--- src/rtl/core/lppa_pkg.sv ---
`timescale 1ns / 1ps
// ---------------------------------------------------------------------------
// Leased page pool allocator package
// Shared widths, default sizes, codes and the queued request word.
// ---------------------------------------------------------------------------
package lppa_pkg;

  // Default sizes of the pool.
  localparam int unsigned NumPagesDef    = 256;
  localparam int unsigned PageShiftDef   = 16;
  localparam int unsigned NumCoresDef    = 4;
  localparam int unsigned MaxMsgPagesDef = 16;
  localparam int unsigned MinExtra       = 4;

  // Fixed field widths.
  localparam int unsigned MsgLenW  = 21;
  localparam int unsigned CoreW    = 2;
  localparam int unsigned NowW     = 64;
  localparam int unsigned RelOffW  = 32;
  localparam int unsigned StatusW  = 2;
  localparam int unsigned BufOffW  = 24;
  localparam int unsigned FreeW    = 9;
  localparam int unsigned PiuW     = 9;
  localparam int unsigned LeaseW   = 32;
  localparam int unsigned CfgDataW = 32;
  localparam int unsigned CfgIdxW  = 1;
  localparam int unsigned RefsW    = 16;

  // Result status codes.
  localparam logic [StatusW-1:0] StatusOk      = 2'd0;
  localparam logic [StatusW-1:0] StatusNoSpace = 2'd1;
  localparam logic [StatusW-1:0] StatusBadIdx  = 2'd2;

  // Configuration register indexes.
  localparam logic [CfgIdxW-1:0] CfgPagesInUse = 1'b0;
  localparam logic [CfgIdxW-1:0] CfgLeaseTime  = 1'b1;

  // Request codes.
  localparam logic ActAlloc   = 1'b0;
  localparam logic ActRelease = 1'b1;

  // A classified request word as it waits in the queue.
  typedef struct packed {
    logic               action;
    logic               too_big;
    logic               has_tail;
    logic               group_end;
    logic [CoreW-1:0]   core;
    logic [MsgLenW-1:0] full_pages;
    logic [MsgLenW-1:0] part_bytes;
    logic [NowW-1:0]    now;
    logic [RelOffW-1:0] rel_offset;
  } req_t;

  // Queue head as seen by the back end.
  typedef struct packed {
    logic valid;
    req_t req;
  } head_t;

endpackage

--- src/rtl/core/lppa_front.sv ---
`timescale 1ns / 1ps
// ---------------------------------------------------------------------------
// Request front end
// Accepts request words, splits the length into pages and queues them.
// ---------------------------------------------------------------------------
module lppa_front #(
  parameter int unsigned PageShift   = lppa_pkg::PageShiftDef,
  parameter int unsigned NumCores    = lppa_pkg::NumCoresDef,
  parameter int unsigned MaxMsgPages = lppa_pkg::MaxMsgPagesDef
) (
  input  logic                          clk_i,
  input  logic                          rst_ni,
  input  logic                          in_valid_i,
  output logic                          in_stall_o,
  input  logic                          action_i,
  input  logic [lppa_pkg::MsgLenW-1:0]  msg_length_i,
  input  logic [lppa_pkg::CoreW-1:0]    core_i,
  input  logic [lppa_pkg::NowW-1:0]     now_i,
  input  logic [lppa_pkg::RelOffW-1:0]  release_offset_i,
  input  logic                          group_end_i,
  output lppa_pkg::head_t               head_o,
  input  logic                          pop_i
);
  import lppa_pkg::*;

  localparam logic [MsgLenW-1:0] PartMask = MsgLenW'((64'd1 << PageShift) - 64'd1);
  localparam logic [MsgLenW:0]   MaxNeed  = (MsgLenW + 1)'(MaxMsgPages);
  localparam logic [CoreW:0]     NumCoresC = (CoreW + 1)'(NumCores > 7 ? 7 : NumCores);

  req_t        req;
  req_t        q_q [2];
  logic        wr_ptr_q, wr_ptr_d;
  logic        rd_ptr_q, rd_ptr_d;
  logic [1:0]  cnt_q, cnt_d;
  logic        push;
  logic [CoreW:0] core_mod;

  // Core index modulo the core count, at most three subtractions.
  always_comb begin
    core_mod = {1'b0, core_i};
    for (int k = 0; k < 3; k++) begin
      if (core_mod >= NumCoresC) begin
        core_mod = core_mod - NumCoresC;
      end
    end
  end

  // Classify the incoming word.
  always_comb begin
    req            = '0;
    req.action     = action_i;
    req.group_end  = group_end_i;
    req.core       = core_mod[CoreW-1:0];
    req.now        = now_i;
    req.rel_offset = release_offset_i;
    req.full_pages = msg_length_i >> PageShift;
    req.part_bytes = msg_length_i & PartMask;
    req.has_tail   = (req.part_bytes != '0);
    req.too_big    = ({1'b0, req.full_pages} + (MsgLenW + 1)'(req.has_tail)) > MaxNeed;
  end

  // Two-entry queue between front and back.
  assign in_stall_o  = (cnt_q == 2'd2);
  assign push        = in_valid_i && !in_stall_o;
  assign head_o.valid = (cnt_q != 2'd0);
  assign head_o.req   = q_q[rd_ptr_q];

  always_comb begin
    wr_ptr_d = wr_ptr_q;
    rd_ptr_d = rd_ptr_q;
    cnt_d    = cnt_q;
    if (push) begin
      wr_ptr_d = !wr_ptr_q;
    end
    if (pop_i) begin
      rd_ptr_d = !rd_ptr_q;
    end
    cnt_d = cnt_q + 2'(push) - 2'(pop_i);
  end

  always_ff @(posedge clk_i or negedge rst_ni) begin
    if (!rst_ni) begin
      wr_ptr_q <= 1'b0;
      rd_ptr_q <= 1'b0;
      cnt_q    <= 2'd0;
    end else begin
      wr_ptr_q <= wr_ptr_d;
      rd_ptr_q <= rd_ptr_d;
      cnt_q    <= cnt_d;
    end
  end

  always_ff @(posedge clk_i) begin
    if (push) begin
      q_q[wr_ptr_q] <= req;
    end
  end

endmodule

--- config.mk ---
export PLATFORM = sky130hd
export DESIGN_NAME = lppa_front
export DESIGN_NICKNAME = d
export VERILOG_FILES = /design/src/rtl/core/lppa_pkg.sv /design/src/rtl/core/lppa_front.sv
export SDC_FILE = /design/constraint.sdc
export NUM_CORES = 1
export LEC_CHECK = 0
export BUFFER_PORTS_ARGS = -buffer_cell sky130_fd_sc_hd__buf_2
export CAP_MARGIN = 20
export CORE_ASPECT_RATIO = 1.4
export CORE_UTILIZATION = 51
export CTS_CLUSTER_SIZE = 20
export DETAILED_ROUTE_END_ITERATION = 16
export GPL_TIMING_DRIVEN = 0
export PLACE_DENSITY = 0.78
export SLEW_MARGIN = 10
export SYNTH_ARGS = -nofsm -noshare
export SYNTH_HDL_FRONTEND = slang
export SYNTH_SLANG_ARGS = --single-unit
--- constraint.sdc ---
create_clock -name clk_i -period 10 [get_ports clk_i]
set_input_delay 0.5 -clock clk_i [delete_from_list [all_inputs] [get_ports clk_i]]
set_output_delay 0.5 -clock clk_i [all_outputs]
set_load 0.01 [all_outputs]
Word-level counts from Yosys, hierarchy flattened
Memories as Yosys holds them, arrays and structs flattened.
Index checks and enable logic that the tools add are counted.
{"block": "totals", "mem_bits_rw": 246, "out_inout_bits": 146, "n_memories": 1, "word_cells": 17, "inputBits": 125, "register_bits": 4}
{"name": "q_q", "words": 2, "word_bits": 123, "rd": 1, "rd_clocked_by_memory_dff": 0, "write_ports": 1, "line": "lppa_front.sv:31", "text": "req_t q_q [2];"}
{"block": "classes", "n_lt_le_gt_ge": 1, "muxes": 2, "n_addsub": 3, "n_reduce_logical": 6, "n_eq_ne": 1}
{"operator": "nonzero test 21 bit", "count": 1}
{"operator": "adder 5 x 1 -> 6 bit", "count": 1}
{"operator": "> comparator 6 x 5 -> 1 bit (second input constant)", "count": 1}
{"operator": "logical NOT 1 bit", "count": 3}
{"operator": "adder 2 x 1 -> 2 bit", "count": 1}
{"operator": "== test 2 bit (second input constant)", "count": 1}
{"operator": "two-way mux 1 bit", "count": 2}
{"operator": "nonzero test 2 bit", "count": 1}
{"operator": "subtractor 2 x 1 -> 2 bit", "count": 1}
{"operator": "logical AND 1 bit", "count": 1}

Logic depth before layout (Yosys ltp)
{"block": "depth", "word_depth": 5, "depth_mapped": 7}

Worst setup path after synthesis
Ideal clock, no wire load.
{"block": "synth_timing", "path_type": "input to register", "from": "input port in_valid_i", "to": "memory q_q[0][0] (netlist name), enable pin", "slack_ps": 3688, "n_path_buf": 0, "setup_ps": 606, "arrival_ps": 5706, "required_ps": 9394, "cell_stages": 2, "cell_sequence": "nand2_1 > nor2_1"}
{"block": "synth_between", "elab_chain_cells": 3}
{"element": "from (decl)", "line": "lppa_front.sv:13", "text": "input logic in_valid_i,"}
{"element": "logical AND 1 bit", "line": "lppa_front.sv:64", "text": "assign push = in_valid_i && !in_stall_o;"}
{"element": "two-way mux 1 bit", "line": "lppa_front.sv:94", "text": "if (push) begin"}
{"element": "two-way mux 1 bit (implied by the code)", "line": "lppa_front.sv:95", "text": "q_q[wr_ptr_q] <= req;"}
{"element": "to (decl)", "line": "lppa_front.sv:31"}
Every way passes these cells.

==> out/summary.txt <==
Synth Area in Simple Gates: 0.8354%
Synth unique cells: 25
Mux cell area share after synthesis: 16.80%
Total power per unit cell area: 282.9 nW/um^2
CP max-delay cell: dfrtp_1
Mapped Cells: 438
DP Cell Count: 957
PortBufs: 249
Gr ovfl total: 0
Post-Synth Adder-Cell Area: 0.5221%
Synth top cells by count: 246 x edfxtp_1, 63 x mux2_2, 60 x mux2_4, 21 x buf_4, 8 x buf_6
Max_cap viols: 0
DR vias/cell: 4.994
H-tree levels: 1
R2r startpoint: cnt_q[1]
Area grow syn2layout: 25.83%
Wire per inst: 17.88 um
Hold WC Path Type: primary input to flip-flop
Clk sink count: 250
Synthesized cell area: 9585 sq um
Share of cells above drive strength 1: 59.10%
Reg clk slew, reported paths: 0.06 ns
Vias in the first global route: 5282
Pre-CTS setup slack: 7.136 ns
Total negative slack: 0 ns
DIE WIDTH: 117.9 um
Final setup violation count: 0
Critical path required time: 9.50 ns
Final instance count without filler cells: 1001
DR vias: 4999
Tot GR Track Use: 17.89%
Critical Path End Type: primary output
Ys flop type: edfxtp_1
Die Ht: 164.2 um
Critical path data arrival time: 1.84 ns
Least-Margin Pin Slew: 0.8912 ns
Rows: 59
Initial antenna violation count: 3
Largest family of logic cells by synthesized area: multiplexers
Yosys warns: 0
Total CTS buffers: 22
Worst reg-to-reg path cell count: 5
Post-detail-place hpwl: 12.68 mm
CP most frequent cell: buf_6
DR DRC count: 0
Most common cell in the netlist: edfxtp_1
Final ANT Viol Nets: 0
Mean post-synth cell area: 21.88 sq um
Clock latency on the worst-skew pair: 0.50 ns
Clock root buffer: clkbuf_16
Fin. max-slew vios: 0
Crit-path cells: buf_6, buf_6, buf_6, mux2_4, buf_2
Hold Path Origin: core_i[0]
Yosys top cell by area: edfxtp_1
Crit Path Class: flip-flop to primary output
Setup WS post-layout: 7.655 ns
Post-Synth XOR/XNOR Area: 0.3655%
Crit path max fanout: 10
Clock Skew: 0.007635 ns
Sequential area share after synthesis: 78.11%
Share of the synthesized area in the top cell type: 77.07%
CP startpoint kind: flip-flop
Core area: 18530 sq um
Yosys reg bits: 250
Peak Freq: 426.5 MHz
Hold depth: 1
Synth area leaders: edfxtp_1 77%, mux2_4 9.4%, mux2_2 7.4%
Hold Path Sink: q_q[0][117]
Leakage: 0.004792 uW
Status: complete, no violations
Peak supply drop: 0.0002576 V
RSZ-0062 raised after global routing: false
Die area: 19350 sq um
Io pins: 271
Longest Clk Path Bufs: 3
Total wire length: 17.90 mm
Largest net degree at the start of global routing: 59
Post-synth EDFFs: 246
Max transition margin: 40.45%
Worst stage delay on the critical path: 0.36 ns
Final hold violation count: 0
First-pass GRT wire length: 26.77 mm
FF-to-FF End: q_q[0][59]
Synth Area in Compound Gates: 0.3133%
Crit path time final: 2.345 ns
DR iter-0 viols: 201
Reg2Reg Setup Slack: 7.77 ns
Final Cycle Share: 23.45%
Pre-Repair DR Iteration Count: 6
TritonCTS clock tree: yes
Share of synthesized registers carrying an async set or reset: 1.600%
Gpl congestion: 0.7497
Nets: 867
Initial Util: 51.73%
where the power goes:
part	switching, uW	total, uW	leakage (uW)	internal, uW
Combinational	577	1140	0.00213	563
Clock	342	785	0.000329	442
Sequential	57.8	1490	0.00233	1430
kinds of logic (layout without fill, tap and decap cells):
| kind of cell | after synthesis | in the layout |
|---|---|---|
| and+or+nand+nor | 14 | 14 |
| muxes | 123 | 123 |
| AOI/OAI and AO/OA | 4 | 4 |
| buffers and inverters | 38 | 333 |
| other | 1 | 25 |
| xor gates and xnor gates | 4 | 4 |
| adders and majority gates | 4 | 4 |
| DFF | 250 | 250 |
through the flow:
| stage | util, % | hold WS (ns) | power (uW) | cell area, sq um |
|---|---|---|---|---|
| 2_1_floorplan | - | 0.2044 | 2262 | 9661 |
| 3_3_place_gp | 60.51 | 0.3057 | 2633 | 11210 |
| 3_5_place_dp | 61.39 | 0.3112 | 2668 | 11370 |
| 4_1_cts | 65.04 | 0.1597 | 3456 | 12050 |
| 5_1_grt | 65.08 | 0.1722 | 3564 | 12060 |
| 6_report | 65.10 | 0.1883 | 3412 | 12060 |
per-layer routing:
layer	up-vias	part of all wire, %	GRT usage (%)
met4	0	5.2	10.72
met3	65	6.4	3.924
met1	2438	33	18.48
met5	-	0	0
met2	207	55	33.10
li1	2289	-	-
state kept, by name, indices dropped and copies added, names as in the netlist:
name and count:
q_q 246, wr_ptr_q 1, cnt_q 2, rd_ptr_q 1
cells in the final DEF (no fill, tap or decap), drive strengths merged:
cell type	instances
mux2	123
diode	4
nor2	1
nand4	1
nand2b	1
dlygate4sd3	1
o311ai	1
dfrtp	4
clkinv	12
ha	4
clkbuf	26
a21oi	1
edfxtp	246
nand2	3
xor2	1
conb	21
bufinv	1
a221oi	1
nor4	4
xnor2	3
buf	290
or2	1
or4	1
and3	2
inv	3
o31ai	1
timing repair:
action,in CTS,in global routing
setup endpoints to repair,0,0
setup buffers,0,0
endpoints found under the hold margin,4,0
gates resized for setup,0,0
hold buffers,1,0
critical path: cells and delay by family, from the launching register on:
family,cells,cell delay (ns)
buffers and inverters,4,0.66
flip-flops,1,0.36
multiplexers,1,0.32
worst max-delay path by stage:
stage	slack (ns)	endpoint	depth (start not counted)	start
final	7.66	head_o[78]	5	rd_ptr_q
after global routing	7.57	head_o[90]	5	rd_ptr_q
after CTS	7.59	head_o[78]	5	rd_ptr_q
after detailed placement	7.14	q_q[1][121]	8	msg_length_i[7]
after global placement	1.42	q_q[0][68]	3	in_valid_i
after floorplan	3.69	q_q[0][0]	2	in_valid_i
layout make-up:
cell class	count	area, sq um
diodes	4	10.01
plain buffers	35	277.8
clock buffers	26	586.8
clock inverters	13	80.08
fillers	1304	6467
inverters	3	11.26
multi-input cells	170	1897
flip-flops and latches	250	7487
well taps	244	305.3
repair buffers	256	1406
Note: power is estimated with default switching activity, not from simulation.
